<file path="src/sv/tlc_pkg.sv">
// ----------------------------------------------------------------------------
// tlc_pkg
// Shared types, codes and constants of the two-level write-back cache.
// ----------------------------------------------------------------------------
package tlc_pkg;

   localparam int ADDR_BITS       = 20;
   localparam int WORD_BYTES      = 4;
   localparam int DATA_W          = 32;
   localparam int TIME_W          = 32;
   localparam int COST_W          = 10;
   localparam int NUM_COSTS       = 6;
   localparam int CSR_ADDR_W      = 5;
   localparam int CSR_DATA_W      = 32;

   localparam int L1_LINES_DEF    = 256;
   localparam int L2_SETS_DEF     = 512;
   localparam int BLOCK_BYTES_DEF = 64;

   typedef enum logic [2:0] {
      COST_L1_RD   = 3'd0,
      COST_L1_WR   = 3'd1,
      COST_L2_RD   = 3'd2,
      COST_L2_WR   = 3'd3,
      COST_MAIN_RD = 3'd4,
      COST_MAIN_WR = 3'd5
   } cost_sel_type;

   typedef logic [NUM_COSTS-1:0][COST_W-1:0] cost_vec_type;

   localparam cost_vec_type COST_RESET = {
      10'd100, 10'd100, 10'd4, 10'd4, 10'd1, 10'd1
   };

   typedef struct packed {
      logic                 mode;
      logic [ADDR_BITS-1:0] address;
      logic [DATA_W-1:0]    write_data;
   } req_type;

   typedef struct packed {
      logic [DATA_W-1:0] read_data;
      logic              l1_hit;
      logic              l2_hit;
      logic [TIME_W-1:0] elapsed_time;
   } rsp_type;

   typedef enum logic [3:0] {
      ST_CLEAR,
      ST_IDLE,
      ST_L1_CHK,
      ST_L2_LOOK,
      ST_L2_CHK,
      ST_L2_EVICT,
      ST_L2_FETCH,
      ST_L2_XFER,
      ST_L2_DONE,
      ST_ACC,
      ST_FINISH
   } state_type;

   typedef enum logic [1:0] {
      CP_EVICT,
      CP_FETCH,
      CP_WB,
      CP_FILL
   } copy_kind_type;

   typedef struct packed {
      logic          clr;
      logic          accept;
      logic          l2_look;
      logic          l2_wr;
      logic          l2_chk;
      logic          copy;
      copy_kind_type copy_kind;
      logic          add_cost;
      cost_sel_type  cost_sel;
      logic          l2_fill_meta;
      logic          l2_done;
      logic          acc;
      logic          finish;
   } cmd_type;

   typedef struct packed {
      logic clr_done;
      logic mode;
      logic l1_hit;
      logic l1_vdirty;
      logic l2_hit;
      logic l2_vdirty;
      logic copy_last;
      logic rsp_free;
   } status_type;

endpackage

</file>
<file path="src/sv/tlc_csr.sv">
// ----------------------------------------------------------------------------
// tlc_csr
// Cost registers behind the register port.
// ----------------------------------------------------------------------------
module tlc_csr (
   input  logic                             clock,
   input  logic                             reset,
   input  logic                             psel,
   input  logic                             penable,
   input  logic                             pwrite,
   input  logic [tlc_pkg::CSR_ADDR_W-1:0]   paddr,
   input  logic [tlc_pkg::CSR_DATA_W-1:0]   pwdata,
   output logic [tlc_pkg::CSR_DATA_W-1:0]   prdata,
   output logic                             pready,
   output tlc_pkg::cost_vec_type            costs
);

   localparam int IW = tlc_pkg::CSR_ADDR_W - 2;

   tlc_pkg::cost_vec_type cost_ff;
   logic [IW-1:0]         idx;
   logic                  idx_ok;

   assign idx    = paddr[tlc_pkg::CSR_ADDR_W-1:2];
   assign idx_ok = idx < IW'(tlc_pkg::NUM_COSTS);
   assign pready = 1'b1;
   assign costs  = cost_ff;
   assign prdata = idx_ok ? tlc_pkg::CSR_DATA_W'(cost_ff[idx]) : '0;

   always_ff @(posedge clock) begin
      if (reset) begin
         cost_ff <= tlc_pkg::COST_RESET;
      end else if (psel && penable && pwrite && idx_ok) begin
         cost_ff[idx] <= pwdata[tlc_pkg::COST_W-1:0];
      end
   end

endmodule

</file>
<file path="config.mk">
export PLATFORM = sky130hd
export DESIGN_NAME = tlc_csr
export DESIGN_NICKNAME = d
export VERILOG_FILES = /design/src/sv/tlc_pkg.sv /design/src/sv/tlc_csr.sv
export SDC_FILE = /design/constraint.sdc
export NUM_CORES = 1
export LEC_CHECK = 0
export ABC_CLOCK_PERIOD_IN_PS = 1300
export BUFFER_PORTS_ARGS = -buffer_cell sky130_fd_sc_hd__buf_2
export CAP_MARGIN = 20
export CORE_MARGIN = 8
export CORE_UTILIZATION = 40
export CTS_CLUSTER_SIZE = 12
export DETAILED_ROUTE_END_ITERATION = 8
export PLACE_DENSITY_LB_ADDON = 0.05
export SLEW_MARGIN = 30
export SYNTH_ARGS = -nofsm -noshare
export SYNTH_HDL_FRONTEND = slang
export SYNTH_SLANG_ARGS = --single-unit
</file>
<file path="constraint.sdc">
create_clock -name clock -period 1.3 [get_ports clock]
set_input_delay 0.26 -clock clock [delete_from_list [all_inputs] [get_ports clock]]
set_output_delay 0.26 -clock clock [all_outputs]
set_load 0.1 [all_outputs]
</file>
==> impl_summary.md <==
Outcome
The run finished, with violations left. The checks that failed: setup timing.

Final layout
The total inserted antenna cells is 0. The area added between synthesis and finish is 86.82%. The number of nets at the end of the flow is 511.

The fraction of layout instances using a drive strength above 1 is ~62%. The register with the most flip-flops in the layout has 60 of them. The fraction of the core area covered by cells at the end of the flow is about 76%.

The filler cells instantiated in the layout total approximately 530.

Setup path
STA classifies the critical path endpoint as a primary output. The data required time of the critical path is about 1.0 ns. At the worst endpoint, the arrival time is 1.56 ns. The critical path is of the reg -> out type. STA classifies the critical path startpoint as a flop. Of all nets on the critical path, the largest fanout is 2.

Clocking
Hold repair after CTS inserted 0 buffers. The post-CTS setup buffer count is 0. The maximum buffer depth of the clock tree is 2. CTS placed an instance of sky130_fd_sc_hd__clkbuf_8 at the clock tree root. The H-tree depth reported by CTS is 3.

The number of CTS-inserted buffers is 9. The TritonCTS clock tree is yes. The clock net in this run drives a total of 60 sinks. The clock reaches the later pin of the worst-skew pair after 0.35 ns. The clock transition at the registers of the reported paths is ~0.070 ns.

STA
The hold violation total from the final report is 0. The final critical path time including I/O delays and setup is about 1.8 ns. Clock skew on the completed layout was measured at 0 ns. Dividing the final minimum period by the clock period gives 139.9%. Setup repair after global routing could not meet its margin everywhere. The total count of max-transition violations in the final report is 0. The achievable frequency is ~550 MHz.

The total negative slack is -4.420 ns. The setup slack of the critical path after layout is -0.5184 ns. Setup violations remaining at the end of the flow were counted as 10.

Power
The switching part of the total is about a third. The part of the power in the clock network is about a third. The leakage dissipation is between 2 and 3 nW. Power spread over the standard cell area amounts to approximately 750 mW/mm².

The register share of total power is slightly above 40%. The worst-case vdd ir drop is about 0.55 mV. The internal portion of the total power is 2.874 mW. The analysis attributes to net switching a power of about 1.5 mW. The combinational share of power is approximately a quarter. The total power consumption of the routed design is ~4.4 mW.

Floorplanning
The site row count is 32. The die covers 0.01089 mm². The total I/O pin count is approximately 140. The die height is around 100 µm. The floorplan step set the die width to between 100 and 150 µm.

The floorplan core area is between 0.007 and 0.008 mm². The initial utilization of the core area, before any placement, comes to between 40 and 50%.

Routing
The post-route DRC violation count is 0. The first routing iteration left between 70 and 80 violations. After detailed routing, the average wire length per cell comes to approximately 17 µm. The total detailed-routing wirelength is between 9000 and 10,000 µm. The total via count after detailed routing is about 2,800. In this run the remaining antenna-violating nets after routing total 0. The via count normalized by instance count is approximately 4.9.

The first TritonRoute pass finished after 4 iterations.

Global route
The number of antenna violations at the first check in global routing came to 2. Entering global routing, the biggest net connects 38 pins. For this run the aggregate overflow at the end of global routing stands at 0. The number of global-route vias before repair is between 3,000 and 4,000. The first global-routing pass estimated approximately 16,000 µm of wire. The total routing resource utilization after global routing is between 10% and 20%.

Place
Detailed placement finished with a half-perimeter wire length of 7299 µm. The count of buffers added on input and output ports is 87. The worst slack at placement is -0.7288 ns. At the end of routability-driven placement, the weighted congestion stood at a little under 0.8.

Logic synthesis
Sequential cells were found to cover between 30 and 40% of the synthesized design area. The cell count after synthesis came out at 309. A synthesized cell averages approximately 10 µm². Summing every instance area after synthesis gives approximately 0.0031 mm². The number of different library cells in the post-synthesis netlist is 27.

Yosys printed 0 warnings. In this run, synthesis produced a sequential element count of 60.

Hold path
The min-delay analysis places its worst path in the category in -> reg.

Job
Max-cap violations in this run came to 0.
repair_timing:
action | 4_1_cts | 5_1_grt
gates resized for setup | 45 | 3
endpoints found under the setup margin | 30 | 11
cloned | 0 | 0
per-layer routing:
metal,vias to the layer above,track usage [%],share of wire [%]
met2,81,31.15,50
met4,4,6.101,1.4
met5,-,0,0.16
met1,1358,20.40,42
li1,1338,-,-
met3,16,6.568,6.0
synth_stat cells (all sizes together):
master,n,share of area (%)
a22o,1,0.28
nand3,2,0.32
o21a,2,0.48
buf,33,8.3
nor2b,5,1.0
and4,1,0.28
dfxtp,60,38
inv,1,0.12
a22oi,4,0.96
nand2b,60,12
conb,2,0.24
mux2i,69,22
mux4,1,0.72
a21oi,5,0.80
o22ai,4,0.80
a2bb2oi,7,2.0
mux2,10,3.6
and4b,1,0.32
nand2,6,1.7
and2,4,1.0
a221oi,5,1.4
clkbuf,11,1.3
nor2,15,1.8
layout by cell type, fill, tap and decap left out, types with 5 or more instances in the layout:
cell,synthesis,final
sky130_fd_sc_hd__a2bb2oi_2,0,7
sky130_fd_sc_hd__buf_2,3,16
sky130_fd_sc_hd__conb_1,2,23
sky130_fd_sc_hd__a21oi_4,0,5
sky130_fd_sc_hd__mux2_4,0,5
sky130_fd_sc_hd__clkbuf_8,0,11
sky130_fd_sc_hd__buf_12,0,73
sky130_fd_sc_hd__buf_4,25,83
sky130_fd_sc_hd__a221oi_2,0,5
sky130_fd_sc_hd__nor2_1,15,15
sky130_fd_sc_hd__dfxtp_4,0,53
sky130_fd_sc_hd__mux2_2,10,5
sky130_fd_sc_hd__nand2b_1,60,60
sky130_fd_sc_hd__dfxtp_2,0,7
sky130_fd_sc_hd__mux2i_1,69,69
final timing paths:
kind                            startpoint  cells past startpoint  slack [ns]   endpoint
worst max register to register   costs[45]                      3        0.52  costs[45]
worst max-delay path             costs[59]                      3       -0.52  prdata[9]
worst min-delay path             pwdata[0]                      3        0.20  costs[10]
worst min register to register   costs[21]                      2        0.52  costs[21]
cell type report:
type                            instances  area [µm²]  area share, %
Clock buffer                           13       158.9          2.722
Clock inverter                          3       13.76         0.2358
Inverter                                1       3.754        0.06431
Multi-Input combinational cell        225        1959          33.57
Sequential cell                        60        1409          24.14
Tap cell                              102       127.6          2.186
Timing Repair Buffer                  172        2165          37.08
critical path: stages (launching register included):
cell	delay, ns
sky130_fd_sc_hd__dfxtp_4	0.34
sky130_fd_sc_hd__mux4_2	0.47
sky130_fd_sc_hd__a22o_4	0.24
sky130_fd_sc_hd__buf_12	0.16
cells by family (layout without fill, tap and decap cells):
group	after synthesis	after routing	synth area share, %
other cells	2	23	0.2404
simple gates	94	94	18.46
compound gates	28	28	6.688
mux	80	80	26.43
buf+inv	45	189	9.731
flops	60	60	38.45
power groups by stage:
stage / Sequential (mW) / Combinational [mW] / Clock (mW)
floorplan: 1.90 / 0.738 / 0
global placement: 1.80 / 1.01 / 0
detailed placement: 1.80 / 1.02 / 0
CTS: 1.76 / 1.09 / 1.53
global route: 1.76 / 1.13 / 1.62
finish: 1.76 / 1.10 / 1.50
metrics by stage:
stage	hold slack [ns]	instances	cell area (µm²)
2_1_floorplan	0.4255	330	3642
3_3_place_gp	0.4974	560	5461
3_5_place_dp	0.5087	560	5461
4_1_cts	0.1843	576	5822
5_1_grt	0.2051	576	5837
6_report	0.1953	576	5837
No activity file was read; power rests on OpenSTA's default activity.
