<file path="src/sv/tlc_pkg.sv">
// ----------------------------------------------------------------------------
// tlc_pkg
// Shared types, codes and constants of the two-level write-back cache.
// ----------------------------------------------------------------------------
package tlc_pkg;

   localparam int ADDR_BITS       = 20;
   localparam int WORD_BYTES      = 4;
   localparam int DATA_W          = 32;
   localparam int TIME_W          = 32;
   localparam int COST_W          = 10;
   localparam int NUM_COSTS       = 6;
   localparam int CSR_ADDR_W      = 5;
   localparam int CSR_DATA_W      = 32;

   localparam int L1_LINES_DEF    = 256;
   localparam int L2_SETS_DEF     = 512;
   localparam int BLOCK_BYTES_DEF = 64;

   typedef enum logic [2:0] {
      COST_L1_RD   = 3'd0,
      COST_L1_WR   = 3'd1,
      COST_L2_RD   = 3'd2,
      COST_L2_WR   = 3'd3,
      COST_MAIN_RD = 3'd4,
      COST_MAIN_WR = 3'd5
   } cost_sel_type;

   typedef logic [NUM_COSTS-1:0][COST_W-1:0] cost_vec_type;

   localparam cost_vec_type COST_RESET = {
      10'd100, 10'd100, 10'd4, 10'd4, 10'd1, 10'd1
   };

   typedef struct packed {
      logic                 mode;
      logic [ADDR_BITS-1:0] address;
      logic [DATA_W-1:0]    write_data;
   } req_type;

   typedef struct packed {
      logic [DATA_W-1:0] read_data;
      logic              l1_hit;
      logic              l2_hit;
      logic [TIME_W-1:0] elapsed_time;
   } rsp_type;

   typedef enum logic [3:0] {
      ST_CLEAR,
      ST_IDLE,
      ST_L1_CHK,
      ST_L2_LOOK,
      ST_L2_CHK,
      ST_L2_EVICT,
      ST_L2_FETCH,
      ST_L2_XFER,
      ST_L2_DONE,
      ST_ACC,
      ST_FINISH
   } state_type;

   typedef enum logic [1:0] {
      CP_EVICT,
      CP_FETCH,
      CP_WB,
      CP_FILL
   } copy_kind_type;

   typedef struct packed {
      logic          clr;
      logic          accept;
      logic          l2_look;
      logic          l2_wr;
      logic          l2_chk;
      logic          copy;
      copy_kind_type copy_kind;
      logic          add_cost;
      cost_sel_type  cost_sel;
      logic          l2_fill_meta;
      logic          l2_done;
      logic          acc;
      logic          finish;
   } cmd_type;

   typedef struct packed {
      logic clr_done;
      logic mode;
      logic l1_hit;
      logic l1_vdirty;
      logic l2_hit;
      logic l2_vdirty;
      logic copy_last;
      logic rsp_free;
   } status_type;

endpackage

</file>
<file path="src/sv/tlc_ctrl.sv">
// ----------------------------------------------------------------------------
// tlc_ctrl
// Sequencer for lookups, block moves and the final word access.
// ----------------------------------------------------------------------------
module tlc_ctrl (
   input  logic                 clock,
   input  logic                 reset,
   input  logic                 req_valid,
   output logic                 req_stall,
   input  tlc_pkg::status_type  st,
   output tlc_pkg::cmd_type     cmd
);

   tlc_pkg::state_type state_ff, state_in;
   logic               op_wr_ff, op_wr_in;

   always_ff @(posedge clock) begin
      if (reset) begin
         state_ff <= tlc_pkg::ST_CLEAR;
         op_wr_ff <= 1'b0;
      end else begin
         state_ff <= state_in;
         op_wr_ff <= op_wr_in;
      end
   end

   always_comb begin
      state_in  = state_ff;
      op_wr_in  = op_wr_ff;
      req_stall = 1'b1;
      cmd       = '0;
      cmd.l2_wr = op_wr_ff;
      unique case (state_ff)
         tlc_pkg::ST_CLEAR: begin
            cmd.clr = 1'b1;
            if (st.clr_done) state_in = tlc_pkg::ST_IDLE;
         end
         tlc_pkg::ST_IDLE: begin
            req_stall = 1'b0;
            if (req_valid) begin
               cmd.accept = 1'b1;
               state_in   = tlc_pkg::ST_L1_CHK;
            end
         end
         tlc_pkg::ST_L1_CHK: begin
            if (st.l1_hit) begin
               state_in = tlc_pkg::ST_ACC;
            end else begin
               op_wr_in = st.l1_vdirty;
               state_in = tlc_pkg::ST_L2_LOOK;
            end
         end
         tlc_pkg::ST_L2_LOOK: begin
            cmd.l2_look = 1'b1;
            state_in    = tlc_pkg::ST_L2_CHK;
         end
         tlc_pkg::ST_L2_CHK: begin
            cmd.l2_chk = 1'b1;
            priority if (st.l2_hit)    state_in = tlc_pkg::ST_L2_XFER;
            else if (st.l2_vdirty)     state_in = tlc_pkg::ST_L2_EVICT;
            else                       state_in = tlc_pkg::ST_L2_FETCH;
         end
         tlc_pkg::ST_L2_EVICT: begin
            cmd.copy      = 1'b1;
            cmd.copy_kind = tlc_pkg::CP_EVICT;
            if (st.copy_last) begin
               cmd.add_cost = 1'b1;
               cmd.cost_sel = tlc_pkg::COST_MAIN_WR;
               state_in     = tlc_pkg::ST_L2_FETCH;
            end
         end
         tlc_pkg::ST_L2_FETCH: begin
            cmd.copy      = 1'b1;
            cmd.copy_kind = tlc_pkg::CP_FETCH;
            if (st.copy_last) begin
               cmd.add_cost     = 1'b1;
               cmd.cost_sel     = tlc_pkg::COST_MAIN_RD;
               cmd.l2_fill_meta = 1'b1;
               state_in         = tlc_pkg::ST_L2_XFER;
            end
         end
         tlc_pkg::ST_L2_XFER: begin
            cmd.copy      = 1'b1;
            cmd.copy_kind = op_wr_ff ? tlc_pkg::CP_WB : tlc_pkg::CP_FILL;
            if (st.copy_last) begin
               cmd.add_cost = 1'b1;
               cmd.cost_sel = op_wr_ff ? tlc_pkg::COST_L2_WR : tlc_pkg::COST_L2_RD;
               state_in     = tlc_pkg::ST_L2_DONE;
            end
         end
         tlc_pkg::ST_L2_DONE: begin
            cmd.l2_done = 1'b1;
            if (op_wr_ff) begin
               op_wr_in = 1'b0;
               state_in = tlc_pkg::ST_L2_LOOK;
            end else begin
               state_in = tlc_pkg::ST_ACC;
            end
         end
         tlc_pkg::ST_ACC: begin
            cmd.acc      = 1'b1;
            cmd.add_cost = 1'b1;
            cmd.cost_sel = st.mode ? tlc_pkg::COST_L1_WR : tlc_pkg::COST_L1_RD;
            state_in     = tlc_pkg::ST_FINISH;
         end
         tlc_pkg::ST_FINISH: begin
            if (st.rsp_free) begin
               cmd.finish = 1'b1;
               state_in   = tlc_pkg::ST_IDLE;
            end
         end
         default: state_in = tlc_pkg::ST_CLEAR;
      endcase
   end

endmodule

</file>
<file path="config.mk">
export PLATFORM = sky130hd
export DESIGN_NAME = tlc_ctrl
export DESIGN_NICKNAME = d
export VERILOG_FILES = /design/src/sv/tlc_pkg.sv /design/src/sv/tlc_ctrl.sv
export SDC_FILE = /design/constraint.sdc
export NUM_CORES = 1
export LEC_CHECK = 0
export ABC_CLOCK_PERIOD_IN_PS = 1700
export BUFFER_PORTS_ARGS = -buffer_cell sky130_fd_sc_hd__buf_2
export CAP_MARGIN = 20
export CELL_PAD_IN_SITES_DETAIL_PLACEMENT = 0
export CELL_PAD_IN_SITES_GLOBAL_PLACEMENT = 1
export CORE_ASPECT_RATIO = 0.7
export CORE_MARGIN = 5
export CORE_UTILIZATION = 30
export CTS_CLUSTER_SIZE = 25
export DETAILED_ROUTE_END_ITERATION = 16
export PLACE_DENSITY = 0.87
export SYNTH_ARGS = -nofsm -noshare
export SYNTH_HDL_FRONTEND = slang
export SYNTH_SLANG_ARGS = --single-unit
</file>
<file path="constraint.sdc">
create_clock -name clock -period 1.7 [get_ports clock]
set_input_delay 0.34 -clock clock [delete_from_list [all_inputs] [get_ports clock]]
set_output_delay 0.34 -clock clock [all_outputs]
set_load 0.05 [all_outputs]
</file>
==> impl_results.md, run 1 <==
* GRT Util Overall at 13.3%
* Via density per instance at 4.99
* Worst vdd ir at 0.521 mV
* Clock period minus final worst setup slack at 1670 ps
* Clock slew at reported path FFs at 40 ps
* Post-Syn Instances at 78
* Dpl ws at 123 ps
* Initial antenna violation count at 0
* CTS tree: built
* Worst setup margin at 25.2 ps
* Sw frac at 47.5%
* FMAX at 597 MHz
* Endpoint of the worst hold path: state_ff[3]$_SDFFE_PP0P_
* Fin. max-slew vios at 0
* Avg Cell Area, Syn at 7.25 um2
* Sequential-to-total area share from yosys stat at 17.7%
* Core area at 1820 um2
* Initial Utilization at 31.0%
* Int Pwr at 446 uW
* R2R depth at 6
* Crit end category: output port
* Clk root buf: clkbuf_4
* IO Pins at 28
* Hold WC Path Type: input port to flip-flop
* Post-synth net total at 89
* Total power at 849 uW
* GR peak layer: met2
* Placer Congestion at 0.824
* CTS HTree Levels at 1
* Initial detailed-routing violation count at 10
* Latest clock arrival within the worst-skew pair at 240 ps
* Vias at 684
* Drt total wl at 1.70 mm
* Arr. time, crit path at 1330 ps
* Most area-consuming cells after synthesis: dfxtp_1, a21oi_1, nor3_1
* Global routing usage on met2 at 19.6%
* Final nets at 127
* Fin crit share at 98.5%
* Status: finished clean
* Skew final at 0.994 ps
* DRT antenna net count at 0
* Pin count of the biggest net entering global routing at 12
* Met1 GRT Util at 17.8%
* Worst hold start: reset
* Switch Pwr at 403 uW
* Fillcell total at 175
* Hold Path Stages at 2
* Post-synthesis cell type count at 33
* Share of cells above drive strength 1 at 60.0%
* Worst-path fanout max at 10
* R2R Setup Slk at 220 ps
* DIE AREA at 2870 um2
* GRT Residual Overflow at 0
* Total of max-cap violations at 0
* DRC at 0
* Comb pwr share at 61.5%
* Setup-failing EPs final at 0
* GR Util met3 at 5.04%
* #FFs+latches synth at 5
* CP startpoint kind: flip-flop
* Worst R2R End: state_ff[3]$_SDFFE_PP0P_
* Die X at 61.9 um
* Max clock buf depth at 2
* Cell taking the most area after synthesis: dfxtp_1
* Yosys top cell area share at 17.7%
* Num CTS Buffers at 3
* First-pass GRT wire length at 2.74 mm
* Final Hold Viols at 0
* Critical path data required time at 1360 ps
* PortBufs at 27
* # hold bufs at CTS at 0
* Yosys warning count at 0
* Sequential Power Share at 22.2%
* Pwr Density at 917 nW/um2
* Setup TNS at 0 ps
* N_diodes at 0
* Slew at the pin closest to its max-slew limit at 419 ps
* Area of the mapped netlist at 566 um2
* # clock sinks at 5
* Die height at 46.3 um
* Pre-Repair DR Iteration Count at 4
* Row count at 13
* Worst relative slew slack at 71.3%
* Static leakage at 0.378 nW
* Placed wire-length estimate at 1.38 mm
* Synth-to-Final Area Change at 63.7%
* Routed length per instance at 12.4 um
* Clk pwr share at 16.3%
* Vias in the first global route at 624
* Setup CP Type: flip-flop to output port
* Worst reg2reg startpoint: state_ff[1]$_SDFFE_PP0P_
* RSZ-0062 raised after global routing: true
## cells in the mapped netlist
cell,number
nand2b_4,1
nor4_2,1
nand2_1,4
nor3_1,7
a21oi_2,1
buf_6,3
o221ai_1,1
and3_1,1
mux2i_1,2
nand4b_1,2
nand3b_1,2
or3b_1,2
nand2b_1,3
nor2_1,9
buf_4,1
o21ai_0,3
nand4_1,1
and3b_1,1
a21oi_1,8
inv_1,4
nor2b_1,4
nor4_1,1
o21bai_1,1
clkbuf_1,2
nand4bb_1,1
o31ai_2,1
buf_2,1
dfxtp_1,5
a21boi_0,1
a21boi_1,1
or3_4,1
o22ai_1,1
a2111oi_0,1
## how the worst max path moves through the flow
stage | depth (start not counted) | end | start
floorplan | 3 | cmd[15] | state_ff[1]$_SDFFE_PP0P_
global placement | 3 | cmd[7] | state_ff[1]$_SDFFE_PP0P_
detailed placement | 3 | cmd[7] | state_ff[1]$_SDFFE_PP0P_
CTS | 4 | cmd[2] | state_ff[1]$_SDFFE_PP0P_
global route | 3 | cmd[7] | state_ff[1]$_SDFFE_PP0P_
finish | 3 | cmd[7] | state_ff[1]$_SDFFE_PP0P_
## final cells by class
type | instances | area (um2) | area share, %
flip-flops and latches | 5 | 108 | 11.6
well taps | 22 | 27.5 | 2.97
repair buffers | 40 | 280 | 30.3
clock buffers | 4 | 26.3 | 2.84
inverters | 4 | 15.0 | 1.62
multi-input cells | 62 | 469 | 50.7
## per-stage QoR
step	instance area [um2]	std cells	utilization [%]	hold WS, ps
floorplan	621	78	-	409
global route	926	137	50.8	301
detailed placement	827	133	45.4	577
finish	926	137	50.8	314
global placement	827	133	45.4	580
CTS	886	137	48.6	303
## state kept, by name, indices dropped and copies added (netlist names)
signal	flops
state_ff	4
op_wr_ff	1
## critical path: stages, from the launching register on
cell	delay [ps]
dfxtp_4	370
or3b_4	410
a21oi_2	140
buf_6	170
## cells by family (layout without fill, tap and decap cells)
| kind of cell | Yosys count | count (layout) | share of synthesized area (%) |
|---|---|---|---|
| AND/OR/NAND/NOR | 41 | 41 | 44.9 |
| AO/OA/AOI/OAI | 19 | 19 | 21.7 |
| buffers and inverters | 11 | 48 | 12.2 |
| flip-flops | 5 | 5 | 17.7 |
| multiplexers | 2 | 2 | 3.54 |
## repair_timing
item / in CTS / in global routing
pin swaps: 1 / 0
gates cloned: 0 / 0
resized for setup: 13 / 18
setup buffers: 0 / 0
setup endpoints to repair: 14 / 13
## power by group through the flow
stage	combinational, mW	clock (mW)	sequential, mW
after floorplan	0.385	0	0.156
after global placement	0.489	0	0.179
after detailed placement	0.490	0	0.181
after CTS	0.499	0.149	0.185
after global routing	0.560	0.162	0.195
final	0.522	0.138	0.188
## cells in the final DEF, fill, tap and decap left out, types with 2 or more instances in the layout
master,n
buf_4,16
buf_2,14
clkbuf_4,9
nor2_2,5
a21oi_2,5
nand2_1,4
inv_1,4
nor2_1,4
a21oi_1,4
buf_6,4
nor3_2,3
nor2b_1,3
nor3_1,3
o21ai_0,3
dfxtp_2,3
nand2b_1,2
nand3b_1,2
nor4_2,2
nand4b_1,2
mux2i_1,2
## metal layers
metal	vias up	share of wire [%]
met5	-	0
met4	0	0
met3	0	6.2
met2	19	47
met1	311	47
li1	354	-
Power figures use the tool's default switching activity.
==> inputs of run 2 (changes only) <==
Settings changed: ABC_CLOCK_PERIOD_IN_PS 1700 to 2000, CORE_ASPECT_RATIO 0.7 to default, CORE_UTILIZATION 30 to 32, PLACE_DENSITY 0.87 to 0.92.
Clock period 1.7 ns to 2 ns, I/O delays scaled along.
==> impl_results.md, run 2 (synthesis results as in run 1) <==
* Status: finished clean
* Max clock buf depth at 2 (unchanged)
* Initial antenna violation count at 0 (unchanged)
* Total power at 657 uW (-23%)
* CTS tree: built
* Core area at 1710 um2 (-6.3%)
* Placer Congestion at 0.781 (-5.1%)
* Initial Utilization at 33.1% (+2.1 points)
* FMAX at 522 MHz
* Worst-path cell chain: buf_4 > nand3b_1 > a21oi_1 > buf_2
* PortBufs at 27 (unchanged)
* Switch Pwr at 327 uW (-19%)
* Share of cells above drive strength 1 at 47.3% (-13 points)
* Wire length on met3 at 98 um (-7.5%)
* First-pass GRT wire length at 2.70 mm (-1.3%)
* CP startpoint kind: flip-flop
* Synth-to-Final Area Change at 41.6%
* Total of max-cap violations at 0 (unchanged)
* Die height at 52.0 um (+12%)
* Met1 wire length at 770 um (-4.1%)
* Row count at 15 (+2)
* Via density per instance at 4.97 (-0.45%)
* Pre-Repair DR Iteration Count at 4 (unchanged)
* Commonest non-fill, non-tap cell in the layout: buf_2
* Initial detailed-routing violation count at 23 (+13)
* Sw frac at 49.7% (+2.2 points)
* Clk root buf: clkbuf_4
* Worst relative slew slack at 72.8% (+1.5 points)
* Die X at 52.0 um (-16%)
* Routed length per instance at 13.1 um (+5.4%)
* Slew at the pin closest to its max-slew limit at 405 ps (-14.7 ps)
* Clk pwr share at 18.2% (+1.9 points)
* GRT Util Overall at 13.5% (+0.24 points)
* Biggest regs: state_ff x4, op_wr_ff x1
* Clock period minus final worst setup slack at 1920 ps
* Dpl ws at 270 ps (+147 ps)
* Setup TNS at 0 ps (unchanged)
* IO Pins at 28 (unchanged)
* Crit end category: output port
* Fin. max-slew vios at 0 (unchanged)
* Critical path data required time at 1600 ps (+240 ps)
* Worst setup margin at 84.9 ps (+59.7 ps)
* Fillcell total at 186 (+6.3%)
* Arr. time, crit path at 1520 ps (+190 ps)
* CTS HTree Levels at 1 (unchanged)
* DRT antenna net count at 0 (unchanged)
* Pin count of the biggest net entering global routing at 15 (+3)
* Biggest register: state_ff
* Most frequent cells in the layout: buf_2, nor2_1, buf_4, a21oi_1
* Fin crit share at 95.8%
* Largest delay share family, worst path: flip-flops
* Clock slew at reported path FFs at 40 ps (about the same)
* # clock sinks at 5 (unchanged)
* Sequential Power Share at 25.3% (+3.1 points)
* Slowest cell on crit path: dfxtp_1
* Setup-failing EPs final at 0 (unchanged)
* Final Hold Viols at 0 (unchanged)
* Vias in the first global route at 654 (+4.8%)
* Max stage delay on crit path at 560 ps (+150 ps)
* Setup CP Type: flip-flop to output port
* Comb pwr share at 56.5% (-5.0 points)
* N_diodes at 0 (unchanged)
* Top sig layer: met4
* GRT Residual Overflow at 0 (unchanged)
* Worst-path fanout max at 12 (+2)
* # hold bufs at CTS at 0 (unchanged)
* Multi-input logic area at 427 um2 (-9.1%)
* DRC at 0 (unchanged)
* Drt total wl at 1.77 mm (+3.9%)
* RSZ-0062 raised after global routing: false
* Placed wire-length estimate at 1.32 mm (-4.8%)
* DIE AREA at 2710 um2 (-5.5%)
* Finished Core Util at 46.9% (-3.9 points)
* Met2 WL at 877 um (+11%)
* Int Pwr at 330 uW (-26%)
* Vias at 671 (-1.9%)
* Critical path buffers and inverters at 2 (+1)
* Sequential cell area at 104 um2 (-3.5%)
* Pwr Density at 821 nW/um2 (-10%)
* Largest register FFs at 4 (unchanged)
* Hold WC Path Type: input port to flip-flop
* Worst vdd ir at 0.434 mV (-17%)
* Skew final at 2.37 ps (+1.37 ps)
* Static leakage at 0.347 nW (-8.0%)
* Num CTS Buffers at 3 (unchanged)
* Latest clock arrival within the worst-skew pair at 250 ps (about the same)
* Final nets at 122 (-3.9%)
==> run 2: cell types whose count changed in the layout (fill, tap and decap cells not counted), sizes merged <==
cell | before | now
clkbuf | 10 | 5
==> run 2: cell type report <==
class | count | share of cell area (%)
inverters | 4 | 1.88
well taps | 25 | 3.91
clock buffers | 4 | 3.28
repair buffers | 35 | 24.7
flip-flops and latches | 5 | 13.0
multi-input cells | 62 | 53.3
==> run 2: worst register-to-register path, cell delays in order (launching register included) <==
cell	delay, ps
dfxtp_1	560
nand2b_1	240
or3_4	390
a21oi_2	160
mux2i_1	200
==> run 2: layer usage <==
| layer | track usage (%) | vias to the layer above |
|---|---|---|
| li1 | - | 342 |
| met1 | 15.7 | 305 |
| met2 | 20.7 | 20 |
| met3 | 5.44 | 4 |
| met4 | 7.86 | 0 |
| met5 | 0 | - |
==> run 2: timing repair <==
item / 4_1_cts / 5_1_grt
setup buffers: 0 / 3
endpoints found under the setup margin: 1 / 6
gates resized for setup: 1 / 3
==> run 2: worst paths after layout <==
path | from | to | slack (ps) | cells after the start
worst max-delay path | state_ff[1]$_SDFFE_PP0P_ | cmd[8] | 80 | 4
worst min register to register | state_ff[3]$_SDFFE_PP0P_ | state_ff[2]$_SDFFE_PP0P_ | 520 | 1
worst min-delay path | reset | state_ff[3]$_SDFFE_PP0P_ | 380 | 2
worst max register to register | state_ff[1]$_SDFFE_PP0P_ | state_ff[1]$_SDFFE_PP0P_ | 370 | 4
==> run 2: stage by stage <==
step	instance area (um2)	cells	hold WS, ps
final	801	135	383
after global routing	801	135	389
after CTS	773	132	386
after detailed placement	746	128	590
after global placement	746	128	591
after floorplan	596	78	469
==> run 2: power by group through the flow <==
stage | clock network [mW] | registers (mW) | logic [mW]
5_1_grt | 0.134 | 0.170 | 0.399
6_report | 0.120 | 0.166 | 0.372
3_5_place_dp | 0 | 0.164 | 0.363
2_1_floorplan | 0 | 0.132 | 0.316
4_1_cts | 0.124 | 0.163 | 0.369
3_3_place_gp | 0 | 0.160 | 0.360
==> inputs of run 3 (changes only) <==
Settings changed: REMOVE_ABC_BUFFERS from default to 1.
==> impl_results.md, run 3 (synthesis results as in run 1) <==
* Status: finished clean
* Num CTS Buffers at 3 (unchanged)
* Arr. time, crit path at 1470 ps (-50 ps)
* Dpl ws at 274 ps (+3.07 ps)
* Finished Core Util at 43.2% (-3.7 points)
* R2R Setup Slk at 540 ps (+170 ps)
* Vias in the first global route at 636 (-2.8%)
* Row count at 15 (unchanged)
* Routed length per instance at 12.7 um (-2.7%)
* DRC at 0 (unchanged)
* Placer Congestion at 0.797 (+2.0%)
* Share of cells above drive strength 1 at 40.0% (-7.3 points)
* CTS tree: built
* Latest clock arrival within the worst-skew pair at 240 ps (about the same)
* Fin crit share at 93.4% (-2.3 points)
* DIE AREA at 2710 um2 (unchanged)
* Final nets at 117 (-4.1%)
* Worst R2R End: state_ff[1]$_SDFFE_PP0P_
* Initial antenna violation count at 0 (unchanged)
* N_diodes at 0 (unchanged)
* Fin. max-slew vios at 0 (unchanged)
* Via density per instance at 5.10 (+2.6%)
* Pwr Density at 839 nW/um2 (+2.2%)
* Setup crit end: cmd[7]
* Clock slew at reported path FFs at 40 ps (about the same)
* CTS HTree Levels at 1 (unchanged)
* Worst hold margin at 377 ps (-5.78 ps)
* Synth-to-Final Area Change at 30.3%
* RSZ-0062 raised after global routing: false
* Initial detailed-routing violation count at 14 (-39%)
* GRT Util Overall at 12.9% (-0.62 points)
* First-pass GRT wire length at 2.64 mm (-2.3%)
* Crit end category: output port
* Placed wire-length estimate at 1.28 mm (-2.6%)
* Static leakage at 0.311 nW (-10%)
* Skew final at 2.30 ps (-0.0646 ps)
* Hold Path Stages at 2 (unchanged)
* R2R depth at 5 (+1)
* Most frequent cells in the layout: buf_2, nor2_1, a21oi_1, nor3_1
* Die height at 52.0 um (unchanged)
* Initial Utilization at 33.1% (unchanged)
* Worst vdd ir at 0.523 mV (+20%)
* Postcts setup bufs at 0 (unchanged)
* Pre-Repair DR Iteration Count at 4 (unchanged)
* Final instance area at 737 um2 (-8.0%)
* IO Pins at 28 (unchanged)
* Pin count of the biggest net entering global routing at 18 (+3)
* CP startpoint kind: flip-flop
* Total power at 618 uW (-6.0%)
* Total of max-cap violations at 0 (unchanged)
* Clk root buf: clkbuf_4
* Setup CP Type: flip-flop to output port
* Die X at 52.0 um (unchanged)
* GRT Residual Overflow at 0 (unchanged)
* Max clock buf depth at 2 (unchanged)
* Worst relative slew slack at 79.0% (+6.2 points)
* Worst Setup SP: state_ff[1]$_SDFFE_PP0P_
* Vias at 663 (-1.2%)
* Worst reg2reg startpoint: state_ff[3]$_SDFFE_PP0P_
* DRT antenna net count at 0 (unchanged)
* DP Area at 701 um2 (-6.0%)
* Slew at the pin closest to its max-slew limit at 307 ps (-97.8 ps)
* Final Hold Viols at 0 (unchanged)
* Critical path data required time at 1600 ps (about the same)
* FMAX at 535 MHz (+2.5%)
* Hold WC Path Type: input port to flip-flop
* Largest register FFs at 4 (unchanged)
* Setup-failing EPs final at 0 (unchanged)
* Worst setup margin at 131 ps (+46.4 ps)
* Clock period minus final worst setup slack at 1870 ps (-46.4 ps)
* Biggest register: state_ff
* # clock sinks at 5 (unchanged)
* Biggest regs: state_ff x4, op_wr_ff x1
* Worst-path fanout max at 16 (+4)
* Commonest non-fill, non-tap cell in the layout: buf_2
* PortBufs at 27 (unchanged)
* Drt total wl at 1.66 mm (-6.3%)
* Core area at 1710 um2 (unchanged)
==> run 3: power by group <==
| part | internal, mW | switching [mW] |
|---|---|---|
| combinational | 0.116 | 0.210 |
| clock | 0.0755 | 0.0424 |
| sequential | 0.119 | 0.0549 |
| total | 0.311 | 0.307 |
==> run 3: final cells by class <==
type / count / area (um2)
fill: 184 / 971
multi-input combinational: 62 / 397
timing repair buffer: 30 / 163
sequential: 5 / 105
tap: 25 / 31.3
clock buffer: 4 / 26.3
inverter: 4 / 15.0
==> run 3: critical path: stages (launching register included) <==
cell,delay [ps]
dfxtp_2,390
or3b_1,420
a21oi_1,190
buf_4,220
==> run 3: what timing repair did <==
item / CTS / global route
endpoints found under the setup margin: 1 / 9
hold buffers: 0 / 0
gates resized for setup: 1 / 5
==> run 3: per-stage QoR <==
stage	instances	TNS, ps
global route	130	0
finish	130	0
floorplan	71	-1350
CTS	130	0
global placement	126	0
detailed placement	126	0
==> run 3: per-layer routing <==
layer  vias up  wire length [um]  global-route usage, %
met1       299               719                   14.0
li1        337                 -                      -
met3         2               130                   5.44
met2        25               798                   21.8
met5         -                 0                      0
met4         0                 9                   5.24
==> run 3: worst min path at each step <==
stage                           from                       end  slack, ps
4_1_cts                        reset  state_ff[3]$_SDFFE_PP0P_        380
6_report                       reset  state_ff[0]$_SDFFE_PP0P_        380
3_5_place_dp   op_wr_ff$_SDFFE_PP0P_     op_wr_ff$_SDFFE_PP0P_        590
3_3_place_gp   op_wr_ff$_SDFFE_PP0P_     op_wr_ff$_SDFFE_PP0P_        580
2_1_floorplan                  reset  state_ff[0]$_SDFFE_PP0P_        470
5_1_grt                        reset  state_ff[3]$_SDFFE_PP0P_        380
